File: src/design/andl_pkg.sv
`timescale 1ns / 1ps
// shared types and constants for the annex b nal delimiter
package andl_pkg;

   localparam int OUT_W       = 32;
   localparam int TYPE_W      = 5;
   localparam int QUEUE_DEPTH = 2;
   localparam int QPTR_W      = $clog2(QUEUE_DEPTH);
   localparam int QCNT_W      = $clog2(QUEUE_DEPTH + 1);

   localparam logic [TYPE_W-1:0] SPS_TYPE = 5'd7;
   localparam logic [TYPE_W-1:0] PPS_TYPE = 5'd8;

   // distance back from the current byte to the leading zero of a code
   localparam int SHORT_LEAD = 2;
   localparam int LONG_LEAD  = 3;

   typedef struct packed {
      logic              nal_valid;
      logic [OUT_W-1:0]  nal_offset;
      logic [OUT_W-1:0]  nal_end;
      logic [TYPE_W-1:0] nal_type;
      logic              first_sps;
      logic              first_pps;
      logic              end_of_buffer;
      logic              converted_ok;
      logic              sets_found;
   } desc_type;

endpackage

File: src/design/andl_front.sv
`timescale 1ns / 1ps
// byte scanner: finds start codes and builds nal descriptors
module andl_front #(
   parameter int POS_BITS = 32
) (
   input  logic               clock,
   input  logic               reset,
   input  logic               req_valid,
   output logic               req_ready,
   input  logic [7:0]         req_data_byte,
   input  logic               req_last_byte,
   input  logic               q_full,
   output logic               q_push,
   output andl_pkg::desc_type q_desc
);
   import andl_pkg::*;

   localparam logic [POS_BITS-1:0] PosMax = '1;

   logic [POS_BITS-1:0] pos_ff, pos_in;
   logic [23:0]         recent_ff, recent_in;
   logic [1:0]          fill_ff, fill_in;
   logic                in_nal_ff, in_nal_in;
   logic [POS_BITS-1:0] start_ff, start_in;
   logic [TYPE_W-1:0]   kind_ff, kind_in;
   logic                sps_ff, sps_in;
   logic                pps_ff, pps_in;
   logic                any_ff, any_in;

   logic                take;
   logic [TYPE_W-1:0]   kind_eff;
   logic                found;
   logic                four;
   logic [POS_BITS-1:0] code_at;
   logic [POS_BITS-1:0] pos_next;
   logic                emit_mid;
   logic                emit_end;
   logic                nal_hit;
   logic                fs;
   logic                fp;
   logic                sps_upd;
   logic                pps_upd;
   logic                any_upd;
   logic [POS_BITS+OUT_W-1:0] start_ext;
   logic [POS_BITS+OUT_W-1:0] end_ext;

   assign req_ready = !q_full;
   assign take      = req_valid && req_ready;

   always_comb begin
      // the first byte after a code carries the nal type
      kind_eff = (in_nal_ff && fill_ff == 2'd0) ? req_data_byte[TYPE_W-1:0] : kind_ff;
      found    = (req_data_byte == 8'h01) && (recent_ff[15:0] == 16'h0000) &&
                 (fill_ff >= 2'd2);
      four     = (recent_ff[23:16] == 8'h00) && (fill_ff == 2'd3);
      if (four) begin
         code_at = (pos_ff >= POS_BITS'(LONG_LEAD)) ? pos_ff - POS_BITS'(LONG_LEAD) : '0;
      end else begin
         code_at = (pos_ff >= POS_BITS'(SHORT_LEAD)) ? pos_ff - POS_BITS'(SHORT_LEAD) : '0;
      end
      pos_next = (pos_ff == PosMax) ? pos_ff : pos_ff + 1'b1;
      emit_mid = found && in_nal_ff && (code_at > start_ff);
      emit_end = req_last_byte && !found && in_nal_ff && (pos_next > start_ff);
      nal_hit  = emit_mid || emit_end;
      fs       = nal_hit && (kind_eff == SPS_TYPE) && !sps_ff;
      fp       = nal_hit && (kind_eff == PPS_TYPE) && !pps_ff;
      sps_upd  = sps_ff || fs;
      pps_upd  = pps_ff || fp;
      any_upd  = any_ff || nal_hit;
      start_ext = {{OUT_W{1'b0}}, start_ff};
      end_ext   = emit_mid ? {{OUT_W{1'b0}}, code_at} : {{OUT_W{1'b0}}, pos_next};
   end

   always_comb begin
      q_push               = take && (nal_hit || req_last_byte);
      q_desc.nal_valid     = nal_hit;
      q_desc.nal_offset    = nal_hit ? start_ext[OUT_W-1:0] : '0;
      q_desc.nal_end       = nal_hit ? end_ext[OUT_W-1:0] : '0;
      q_desc.nal_type      = nal_hit ? kind_eff : '0;
      q_desc.first_sps     = fs;
      q_desc.first_pps     = fp;
      q_desc.end_of_buffer = req_last_byte;
      q_desc.converted_ok  = req_last_byte && any_upd;
      q_desc.sets_found    = req_last_byte && sps_upd && pps_upd;
   end

   always_comb begin
      pos_in    = pos_ff;
      recent_in = recent_ff;
      fill_in   = fill_ff;
      in_nal_in = in_nal_ff;
      start_in  = start_ff;
      kind_in   = kind_ff;
      sps_in    = sps_ff;
      pps_in    = pps_ff;
      any_in    = any_ff;
      if (take) begin
         if (req_last_byte) begin
            // buffer closed: back to the reset picture
            pos_in    = '0;
            recent_in = 24'hFFFFFF;
            fill_in   = 2'd0;
            in_nal_in = 1'b0;
            start_in  = '0;
            kind_in   = '0;
            sps_in    = 1'b0;
            pps_in    = 1'b0;
            any_in    = 1'b0;
         end else begin
            pos_in    = pos_next;
            recent_in = {recent_ff[15:0], req_data_byte};
            if (found) begin
               fill_in = 2'd0;
            end else if (fill_ff != 2'd3) begin
               fill_in = fill_ff + 2'd1;
            end
            in_nal_in = in_nal_ff || found;
            start_in  = found ? pos_next : start_ff;
            kind_in   = kind_eff;
            sps_in    = sps_upd;
            pps_in    = pps_upd;
            any_in    = any_upd;
         end
      end
   end

   always_ff @(posedge clock) begin
      if (reset) begin
         pos_ff    <= '0;
         recent_ff <= 24'hFFFFFF;
         fill_ff   <= 2'd0;
         in_nal_ff <= 1'b0;
         start_ff  <= '0;
         kind_ff   <= '0;
         sps_ff    <= 1'b0;
         pps_ff    <= 1'b0;
         any_ff    <= 1'b0;
      end else begin
         pos_ff    <= pos_in;
         recent_ff <= recent_in;
         fill_ff   <= fill_in;
         in_nal_ff <= in_nal_in;
         start_ff  <= start_in;
         kind_ff   <= kind_in;
         sps_ff    <= sps_in;
         pps_ff    <= pps_in;
         any_ff    <= any_in;
      end
   end

endmodule

File: src/design/andl_queue.sv
`timescale 1ns / 1ps
// short descriptor queue between scanner and output stage
module andl_queue (
   input  logic               clock,
   input  logic               reset,
   input  logic               push,
   input  andl_pkg::desc_type push_desc,
   input  logic               pop,
   output andl_pkg::desc_type pop_desc,
   output logic               full,
   output logic               empty
);
   import andl_pkg::*;

   desc_type            entry_ff [QUEUE_DEPTH];
   desc_type            entry_in;
   logic [QPTR_W-1:0]   wr_ptr_ff, wr_ptr_in;
   logic [QPTR_W-1:0]   rd_ptr_ff, rd_ptr_in;
   logic [QCNT_W-1:0]   count_ff, count_in;

   assign full     = (count_ff == QCNT_W'(QUEUE_DEPTH));
   assign empty    = (count_ff == '0);
   assign pop_desc = entry_ff[rd_ptr_ff];
   assign entry_in = push_desc;

   always_comb begin
      wr_ptr_in = wr_ptr_ff;
      rd_ptr_in = rd_ptr_ff;
      count_in  = count_ff;
      if (push) begin
         wr_ptr_in = (wr_ptr_ff == QPTR_W'(QUEUE_DEPTH - 1)) ? '0 : wr_ptr_ff + 1'b1;
      end
      if (pop) begin
         rd_ptr_in = (rd_ptr_ff == QPTR_W'(QUEUE_DEPTH - 1)) ? '0 : rd_ptr_ff + 1'b1;
      end
      if (push && !pop) begin
         count_in = count_ff + 1'b1;
      end else if (pop && !push) begin
         count_in = count_ff - 1'b1;
      end
   end

   always_ff @(posedge clock) begin
      if (reset) begin
         wr_ptr_ff <= '0;
         rd_ptr_ff <= '0;
         count_ff  <= '0;
      end else begin
         wr_ptr_ff <= wr_ptr_in;
         rd_ptr_ff <= rd_ptr_in;
         count_ff  <= count_in;
      end
   end

   always_ff @(posedge clock) begin
      if (push) begin
         entry_ff[wr_ptr_ff] <= entry_in;
      end
   end

endmodule

File: src/design/andl_back.sv
`timescale 1ns / 1ps
// output stage: works out the nal length and holds the result word
module andl_back (
   input  logic                       clock,
   input  logic                       reset,
   input  logic                       q_empty,
   input  andl_pkg::desc_type         q_desc,
   output logic                       q_pop,
   output logic                       rsp_valid,
   input  logic                       rsp_ready,
   output logic                       rsp_nal_valid,
   output logic [andl_pkg::OUT_W-1:0] rsp_nal_offset,
   output logic [andl_pkg::OUT_W-1:0] rsp_nal_length,
   output logic [andl_pkg::TYPE_W-1:0] rsp_nal_type,
   output logic                       rsp_first_sps,
   output logic                       rsp_first_pps,
   output logic                       rsp_end_of_buffer,
   output logic                       rsp_converted_ok,
   output logic                       rsp_sets_found
);
   import andl_pkg::*;

   logic             valid_ff, valid_in;
   desc_type         desc_ff, desc_in;
   logic [OUT_W-1:0] length_ff, length_in;

   // low bits of end minus start give the length modulo the output width
   assign q_pop     = !q_empty && (!valid_ff || rsp_ready);
   assign desc_in   = q_desc;
   assign length_in = q_desc.nal_end - q_desc.nal_offset;

   always_comb begin
      valid_in = valid_ff;
      if (q_pop) begin
         valid_in = 1'b1;
      end else if (rsp_ready) begin
         valid_in = 1'b0;
      end
   end

   always_ff @(posedge clock) begin
      if (reset) begin
         valid_ff <= 1'b0;
      end else begin
         valid_ff <= valid_in;
      end
   end

   always_ff @(posedge clock) begin
      if (q_pop) begin
         desc_ff   <= desc_in;
         length_ff <= length_in;
      end
   end

   assign rsp_valid         = valid_ff;
   assign rsp_nal_valid     = desc_ff.nal_valid;
   assign rsp_nal_offset    = desc_ff.nal_offset;
   assign rsp_nal_length    = length_ff;
   assign rsp_nal_type      = desc_ff.nal_type;
   assign rsp_first_sps     = desc_ff.first_sps;
   assign rsp_first_pps     = desc_ff.first_pps;
   assign rsp_end_of_buffer = desc_ff.end_of_buffer;
   assign rsp_converted_ok  = desc_ff.converted_ok;
   assign rsp_sets_found    = desc_ff.sets_found;

endmodule

File: src/design/annexb_nal_delimiter.sv
`timescale 1ns / 1ps
// annex b start code scanner giving a descriptor word per nal unit and per buffer end
// throughput: one byte per clock while the queue is not full; the scanner
// updates all state on each accepted byte; a result word passes through
// the two-entry queue and then the output register before it shows on rsp
// reset: synchronous, clears scanner state, queue and output; the scanner also
// returns to its reset state after each byte flagged last
module annexb_nal_delimiter #(
   parameter int POS_BITS = 32
) (
   input  logic        clock,
   input  logic        reset,
   input  logic        req_valid,
   output logic        req_ready,
   input  logic [7:0]  req_data_byte,
   input  logic        req_last_byte,
   output logic        rsp_valid,
   input  logic        rsp_ready,
   output logic        rsp_nal_valid,
   output logic [31:0] rsp_nal_offset,
   output logic [31:0] rsp_nal_length,
   output logic [4:0]  rsp_nal_type,
   output logic        rsp_first_sps,
   output logic        rsp_first_pps,
   output logic        rsp_end_of_buffer,
   output logic        rsp_converted_ok,
   output logic        rsp_sets_found
);
   import andl_pkg::*;

   logic     q_full;
   logic     q_empty;
   logic     q_push;
   logic     q_pop;
   desc_type push_desc;
   desc_type pop_desc;

   andl_front #(
      .POS_BITS (POS_BITS)
   ) u_front (
      .clock         (clock),
      .reset         (reset),
      .req_valid     (req_valid),
      .req_ready     (req_ready),
      .req_data_byte (req_data_byte),
      .req_last_byte (req_last_byte),
      .q_full        (q_full),
      .q_push        (q_push),
      .q_desc        (push_desc)
   );

   andl_queue u_queue (
      .clock     (clock),
      .reset     (reset),
      .push      (q_push),
      .push_desc (push_desc),
      .pop       (q_pop),
      .pop_desc  (pop_desc),
      .full      (q_full),
      .empty     (q_empty)
   );

   andl_back u_back (
      .clock             (clock),
      .reset             (reset),
      .q_empty           (q_empty),
      .q_desc            (pop_desc),
      .q_pop             (q_pop),
      .rsp_valid         (rsp_valid),
      .rsp_ready         (rsp_ready),
      .rsp_nal_valid     (rsp_nal_valid),
      .rsp_nal_offset    (rsp_nal_offset),
      .rsp_nal_length    (rsp_nal_length),
      .rsp_nal_type      (rsp_nal_type),
      .rsp_first_sps     (rsp_first_sps),
      .rsp_first_pps     (rsp_first_pps),
      .rsp_end_of_buffer (rsp_end_of_buffer),
      .rsp_converted_ok  (rsp_converted_ok),
      .rsp_sets_found    (rsp_sets_found)
   );

endmodule
File: config.mk
export PLATFORM = sky130hd
export DESIGN_NAME = annexb_nal_delimiter
export DESIGN_NICKNAME = d
export VERILOG_FILES = /design/src/design/andl_pkg.sv /design/src/design/andl_front.sv /design/src/design/andl_queue.sv /design/src/design/andl_back.sv /design/src/design/annexb_nal_delimiter.sv
export SDC_FILE = /design/constraint.sdc
export NUM_CORES = 1
export LEC_CHECK = 0
export ABC_AREA = 1
export BUFFER_PORTS_ARGS = -buffer_cell sky130_fd_sc_hd__clkbuf_2
export CORE_MARGIN = 8
export CORE_UTILIZATION = 58
export CTS_BUF_LIST = sky130_fd_sc_hd__clkbuf_2 sky130_fd_sc_hd__clkbuf_4 sky130_fd_sc_hd__clkbuf_8
export CTS_CLUSTER_SIZE = 40
export DETAILED_ROUTE_END_ITERATION = 8
export PLACE_DENSITY = 0.88
export SETUP_SLACK_MARGIN = 0.05
export SLEW_MARGIN = 0
export SYNTH_ARGS = -nofsm -noshare
export SYNTH_HDL_FRONTEND = slang
export SYNTH_HIERARCHICAL = 1
export SYNTH_SLANG_ARGS = --single-unit
File: constraint.sdc
create_clock -name clock -period 7.1 [get_ports clock]
set_clock_uncertainty 0.1 [all_clocks]
set_input_delay 1.065 -clock clock [delete_from_list [all_inputs] [get_ports clock]]
set_output_delay 1.065 -clock clock [all_outputs]
set_load 0.02 [all_outputs]
==> qor.txt, run 1 <==
Status - finished clean
Most frequent cells in the layout - 561 x nand2_1, 321 x inv_1, 225 x edfxtp_1
Worst reg-to-reg setup slack - 1.47 ns
Post-Route Setup TNS - 0 ns
Iter 0 DRT Violations - 1529
Worst R2R End - u_queue/entry_ff[1][71]$_DFFE_PP_
RSZ-0062 raised after global routing - no
Tcrit/Tclk final - 79.23%
Synth Flop Type - edfxtp_1
Worst setup endpoint - u_queue/entry_ff[1][71]$_DFFE_PP_
First-pass GRT wire length - 81910 um
Clk slew on worst S/H paths - 0.07 ns
Synth Warn # - 6
Die height - 199.9 um
Critical Path RT - 7.27 ns
Clock Sinks - 330
Crit-path most repeated cell - nand2_1
Highest clock rate - 177.8 MHz
DRC - 0
Vias - 15732
CP startpoint - u_front/pos_ff[24]$_SDFFE_PP0P_
Via density - 5.547
Hold Fails Final Rpt - 0
Power Density - 354.2 nW/um2
Slew HR - 33.80%
CTS H-tree lvls - 2
Maximum VDD drop - 0.2803 mV
CTS Hold Bufs - 0
Max-Cap Viols - 0
Seq cells post-synth - 330
Clock root buffer - clkbuf_8
Starting Density - 58.63%
Unique masters post-synth - 53
Total wire length - 52760 um
# nets final - 2464
Filler cells - 2740
Initial antenna violation count - 0
Fin area - 21380 um2
Die outline area - 39950 um2
Grt ovf - 0
Ports - 90
Post-DRT Antenna Nets - 0
Fin. max-slew vios - 0
Critical path class - flip-flop to flip-flop
Slowest CP cell - inv_2
Share of cells above drive strength 1 - 15.70%
CP Depth - 21
Gpl congestion - 0.9974
Crit start category - flip-flop
CP peak stage delay - 0.65 ns
DP Area - 20280 um2
Synth Instances - 2266
CTS tree - yes
Crit path buf inv count - 3
All-Layer GR Usage - 26.24%
Max Buffers Root-to-Sink - 3
CP Capture Type - flip-flop
Port Buf Inserts - 89
Worst-path fanout max - 42
Least-Margin Pin Slew - 0.9919 ns
Row count - 67
Antenna diode count - 0
Postcts setup bufs - 0
Largest net degree at the start of global routing - 78
P&R area growth vs syn - 9.009%
Worst-Skew Late Latency - 0.63 ns
Final setup fails - 0
Wire per inst - 18.60 um
Syn Std Cell Area - 19610 um2
Worst-path cell chain - inv_2, nor3_2, nor3b_4, nand3_4, o21ai_0, ha_1, nand2_1, nor2_1, nand2_1, nand2_1, nand2_1, nand2_1, nand2_1, nand2_1, nand2_1, nand2_1, nand2_1, nand2_1, nand2_1, inv_2, buf_4
Syn nets - 2384
Fin crit period - 5.625 ns
Sequential element share of the synthesized area - 45.17%
Worst hold path class - flip-flop to flip-flop
RR Startpoint - u_front/pos_ff[24]$_SDFFE_PP0P_
Die X - 199.9 um
Resized cells post-CTS - 0
Vias in the first global route - 15372
CP top delay family - simple AND/OR/NAND/NOR gates
Post-synth ARST share - 0%
Leak - 9.550 nW
Power consumption - 0.007571 W
Arrival @ worst endpoint - 5.80 ns
Post-synth EDFFs - 225
Utilization after layout - 63.91%
DP HPWL - 39940 um
R2r worst-path depth - 21
Syn_area_per_cell - 8.655 um2
First-pass iteration count of the detailed router - 6
CTS buffer count - 52
Core Region - 33450 um2
Leading cell type in the layout, fill and taps excluded - nand2_1
==> kinds of logic (layout without fill, tap and decap cells) <==
family / after synthesis / after routing / synth area share, %
multiplexers: 75 / 75 / 5.263
XOR/XNOR: 90 / 90 / 4.019
buffers and inverters: 410 / 532 / 8.760
adder cells (fa/ha/maj): 105 / 105 / 6.737
AND/OR/NAND/NOR: 986 / 986 / 21.63
flip-flops: 330 / 330 / 45.17
AO/OA/AOI/OAI: 270 / 270 / 8.415
==> stage by stage <==
stage	hold WS, ns	std cells	setup slack [ns]
after floorplan	0.3268	2266	0.3008
after global placement	0.3365	2740	1.696
after detailed placement	0.3376	2740	1.607
after CTS	0.3474	2836	1.589
after global routing	0.3774	2836	1.117
final	0.3527	2836	1.475
==> worst register-to-register path, stage by stage (launching register included) <==
cell	delay, ns
dfxtp_1	0.58
inv_2	0.14
nor3_2	0.23
nor3b_4	0.35
nand3_4	0.57
o21ai_0	0.56
ha_1	0.25
nand2_1	0.06
nor2_1	0.14
nand2_1	0.08
nand2_1	0.08
nand2_1	0.06
nand2_1	0.07
nand2_1	0.05
nand2_1	0.05
nand2_1	0.17
nand2_1	0.29
nand2_1	0.11
nand2_1	0.14
nand2_1	0.08
inv_2	0.65
buf_4	0.46
==> worst min-delay path by stage <==
stage	from	endpoint	cells past startpoint
floorplan	u_front/any_ff$_SDFFE_PP0P_	u_front/any_ff$_SDFFE_PP0P_	2
global placement	u_front/any_ff$_SDFFE_PP0P_	u_front/any_ff$_SDFFE_PP0P_	2
detailed placement	u_front/any_ff$_SDFFE_PP0P_	u_front/any_ff$_SDFFE_PP0P_	2
CTS	u_front/any_ff$_SDFFE_PP0P_	u_front/any_ff$_SDFFE_PP0P_	2
global route	u_front/start_ff[23]$_SDFFE_PP0P_	u_front/start_ff[23]$_SDFFE_PP0P_	2
finish	u_front/any_ff$_SDFFE_PP0P_	u_front/any_ff$_SDFFE_PP0P_	2
==> cell type report <==
cell class	count	area [um2]	share of cell area (%)
Inverter	338	1274	5.958
Timing Repair Buffer	98	525.5	2.458
Tap cell	448	560.5	2.622
Sequential cell	330	8862	41.46
Clock inverter	22	193.9	0.9072
Clock buffer	74	905.9	4.237
Multi-Input combinational cell	1526	9056	42.36
==> registers in the layout (all words and copies together) (netlist names), 2 cells and up, named ones only <==
name                   count
u_back/rsp_nal_length     32
u_back/rsp_nal_offset     32
u_back/rsp_nal_type        5
u_front/fill_ff            2
u_front/kind_ff            5
u_front/pos_ff            32
u_front/recent_ff         24
u_front/start_ff          32
u_queue/count_ff           2
u_queue/entry_ff         150
==> where the power goes <==
part / switching, W / internal (W) / total [W]
clock network: 0.000785 / 0.000911 / 0.00170
logic: 0.00210 / 0.00107 / 0.00317
registers: 0.000171 / 0.00253 / 0.00270
==> cells in the mapped netlist (19+ instances only) <==
master	n	area, um2
nand4_1	30	187.7
buf_2	19	95.09
mux2_4	50	750.7
edfxtp_1	225	6756
nor3_1	22	110.1
a21oi_1	114	570.6
ha_1	104	1301
nand2_1	562	2110
mux2_2	25	281.5
inv_1	322	1209
clkbuf_1	23	86.33
o211ai_1	24	180.2
nor2_1	219	822.0
dfxtp_1	105	2102
o21ai_0	47	235.2
o22ai_1	21	131.4
nand2_2	27	168.9
xor2_1	86	753.2
nand3_1	73	365.4
==> routing by layer <==
metal	GRT usage, %	vias to the layer above	wire (um)
met5	0	-	0
met4	9.537	0	1833
met3	3.655	121	3794
met2	44.64	669	24900
met1	33.90	7364	22240
li1	-	7578	-
Power figures use the tool's default switching activity.
==> run 2: changes to the inputs <==
ABC_AREA = 0   (was 1)
CORE_UTILIZATION = 60   (was 58)
PLACE_DENSITY = 0.87   (was 0.88)
clock period = 5.2 ns   (was 7.1 ns; I/O delays follow)
==> run 2 against run 1 <==
Net effect: sequential share of layout area rose by 0.087 points; first-iteration DRC count increased by 14%; register-to-register slack worse by 1.5 ns; the flow now finishes with violations (negative setup slack); total power up 20%; worst hold slack worse by 0.034 ns; largest cell class is now flip-flops and latches; sequential power rose by 31%.
==> qor.txt, run 2 <==
Seq cells post-synth - 330 (unchanged)
Hold Fails Final Rpt - 0 (unchanged)
Worst-Skew Late Latency - 0.61 ns (-0.02 ns)
Final setup fails - 1 (+1)
Post-Route Setup TNS - -0.03540 ns (-0.03540 ns)
Filler cells - 1983 (-28%)
Core Region - 29320 um2 (-12%)
Starting Density - 60.38% (+1.7 points)
Grt ovf - 0 (unchanged)
Via density - 6.355 (+15%)
Row count - 63 (-6.0%)
Worst R2R End - u_queue/count_ff[1]$_SDFFE_PP0P_
Synth Area in Simple Gates - 14.82% (-6.8 points)
Max Buffers Root-to-Sink - 3 (unchanged)
CTS H-tree lvls - 2 (unchanged)
# nets final - 2080 (-16%)
Top-count cell post-synth - edfxtp_1
Die outline area - 35260 um2 (-12%)
Unique masters post-synth - 81 (+53%)
Setup ws final - -0.03540 ns (-1.510 ns)
All-Layer GR Usage - 28.71% (+2.5 points)
Wire per inst - 22.64 um (+22%)
Share of cells above drive strength 1 - 26.96% (+11 points)
Leading cell type in the layout, fill and taps excluded - edfxtp_1
Initial antenna violation count - 1 (+1)
Worst setup endpoint - u_queue/count_ff[1]$_SDFFE_PP0P_
CTS buffer count - 53 (+1.9%)
Final hold slack - 0.3191 ns (-0.03353 ns)
Clock root buffer - clkbuf_8
Maximum VDD drop - 0.3462 mV (+23%)
Synth Warn # - 6 (unchanged)
Sequential element share of the synthesized area - 50.03% (+4.9 points)
DP HPWL - 38190 um (-4.4%)
Commonest cells post-synth - 225 x edfxtp_1, 156 x nand2_1, 138 x nor2_1
First-pass iteration count of the detailed router - 8 (+2)
Fin. max-slew vios - 0 (unchanged)
Synth Area in XOR/XNOR - 3.067% (-0.95 points)
CTS Hold Bufs - 0 (unchanged)
Post-synth ARST share - 0% (unchanged)
Inst Count DP - 2275 (-17%)
Worst hold path class - input port to flip-flop
CTS tree - yes
Critical Path RT - 5.62 ns (-1.65 ns)
Grt met1 use - 36.64% (+2.7 points)
Hold Path Origin - req_data_byte[5]
Most flops, register - u_queue/entry_ff
RR Startpoint - u_front/pos_ff[1]$_SDFFE_PP0P_
Power Density - 427.1 nW/um2 (+21%)
Post-synth EDFFs - 225 (unchanged)
Critical path class - flip-flop to flip-flop
Synth Flop Type - edfxtp_1
Clock Sinks - 330 (unchanged)
First-pass GRT wire length - 81160 um (-0.92%)
Worst-path fanout max - 7 (-83%)
Status - finished, violations left
Worst reg-to-reg setup slack - -0.04 ns (-1.51 ns)
Die X - 187.8 um (-6.1%)
Vias in the first global route - 14919 (-2.9%)
Syn Std Cell Area - 17710 um2 (-9.7%)
Post-synthesis mux area share - 5.279% (+0.015 points)
RSZ-0062 raised after global routing - yes
Largest register FFs - 150 (unchanged)
Synth area leaders - edfxtp_1 38%, dfxtp_1 12%, ha_1 7.3%
Post-DRT Antenna Nets - 0 (unchanged)
Largest family of logic cells by synthesized area - simple AND/OR/NAND/NOR gates
Port Buf Inserts - 89 (unchanged)
Yosys top cell area share - 38.16% (+3.7 points)
Syn nets - 1821 (-24%)
Max-Cap Viols - 0 (unchanged)
R2r worst-path depth - 20 (-4.8%)
Leak - 8.791 nW (-7.9%)
CP Capture Type - flip-flop
Power consumption - 0.009114 W (+20%)
Tcrit/Tclk final - 100.7% (+21 points)
CP startpoint - u_front/pos_ff[1]$_SDFFE_PP0P_
Largest net degree at the start of global routing - 56 (-28%)
Final cell count without fillers - 2397 (-15%)
DRC - 0 (unchanged)
Synth Area in Compound Gates - 14.31% (+5.9 points)
Ports - 90 (unchanged)
Least-Margin Pin Slew - 0.8192 ns (-0.1727 ns)
Slew HR - 45.22% (+11 points)
Synthesized-area fraction occupied by adder cells - 7.462% (+0.73 points)
Vias - 15233 (-3.2%)
Synth Instances - 1703 (-25%)
Clk slew on worst S/H paths - 0.06 ns (about the same)
Total wire length - 54280 um (+2.9%)
Die height - 187.8 um (-6.1%)
Highest clock rate - 191.0 MHz (+7.5%)
Iter 0 DRT Violations - 1746 (+14%)
Grt met2 use - 46.95% (+2.3 points)
Crit start category - flip-flop
Syn_area_per_cell - 10.40 um2 (+20%)
Synth area leader - edfxtp_1
P&R area growth vs syn - 20.52%
Met3 Use GR - 6.854% (+3.2 points)
Gpl congestion - 1.016 (+1.9%)
Fin crit period - 5.235 ns (-0.3901 ns)
Failing checks - negative setup slack
Busiest grt layer - met2
Antenna diode count - 0 (unchanged)
Arrival @ worst endpoint - 5.65 ns (-0.15 ns)
Most frequent cells in the layout - 225 x edfxtp_1, 191 x buf_4, 155 x nand2_1
run 2: cell count changes in the layout (fill, tap and decap cells not counted), moves of 33 or more:
cell     previous run  this run
buf_4               8       191
xor2_1             86        16
o21ai_0            47        80
mux2_2             25        79
inv_1             321       116
a21oi_1           113        76
nor2_1            218       137
mux2_4             50         1
xnor2_1             4        43
nand2_1           561       155
run 2: logic make-up after synthesis:
kind of cell | after synthesis
compound gates | 373
flops | 330
fa+ha+maj | 105
simple gates | 538
mux | 83
xor+xnor | 62
buf+inv | 212
run 2: final cells by class:
type	count	area, um2	share of cell area [%]
sequential	330	8865	41.54
tap	390	488.0	2.287
multi-input combinational	1161	8215	38.50
timing repair buffer	299	2226	10.43
clock inverter	23	161.4	0.7564
inverter	117	442.9	2.076
clock buffer	77	940.9	4.409
run 2: stage by stage:
step                      util, %  worst slack [ns]  cell area [um2]
after floorplan                 -           -0.5258            17820
after global placement      67.44           0.04738            19780
after detailed placement    67.44          -0.07719            19780
after CTS                   71.52           0.05576            20970
after global routing        72.77           -0.1447            21340
final                       72.77          -0.03540            21340
run 2: what timing repair did:
action / 4_1_cts / 5_1_grt
endpoints found under the hold margin: 0 / 0
setup endpoints to repair: 122 / 176
setup buffers: 6 / 13
cloned: 0 / 4
pin swaps: 12 / 10
gates resized for setup: 12 / 42
run 2: layer usage:
metal	wire (um)	part of all wire, %	vias to the layer above
met5	13	0.024	-
met4	2155	4.0	2
met3	5369	9.9	179
met2	25280	47	987
met1	21460	40	7290
li1	-	-	6775
run 2: critical path, cell delays in order, from the launching register on:
cell      delay [ns]
dfxtp_4         0.35
ha_4            0.15
or3_4           0.34
or4_4           0.51
o41a_1          0.50
buf_4           0.22
a221oi_4        0.25
nor2_1          0.09
ha_1            0.30
nand4_1         0.12
buf_4           0.17
nor4b_4         0.37
a311oi_2        0.15
and2_1          0.18
a22o_1          0.24
nor2_4          0.14
a21oi_4         0.10
ha_4            0.20
xor2_2          0.15
or3_1           0.36
a21oi_2         0.18
run 2: worst min path at each step:
stage / slack (ns) / cells past startpoint / endpoint
2_1_floorplan: 0.33 / 2 / u_front/start_ff[11]$_SDFFE_PP0P_
3_3_place_gp: 0.33 / 2 / u_front/start_ff[5]$_SDFFE_PP0P_
3_5_place_dp: 0.34 / 2 / u_front/start_ff[7]$_SDFFE_PP0P_
4_1_cts: 0.29 / 3 / u_front/recent_ff[5]$_SDFFE_PP1P_
5_1_grt: 0.33 / 3 / u_front/recent_ff[7]$_SDFFE_PP1P_
6_report: 0.32 / 3 / u_front/recent_ff[5]$_SDFFE_PP1P_
run 2: report_power, final:
part	total (W)	leakage, nW	internal (W)	switching (W)
clock	0.00229	0.578	0.00123	0.00106
sequential	0.00354	3.03	0.00338	0.000158
combinational	0.00328	5.18	0.00122	0.00206
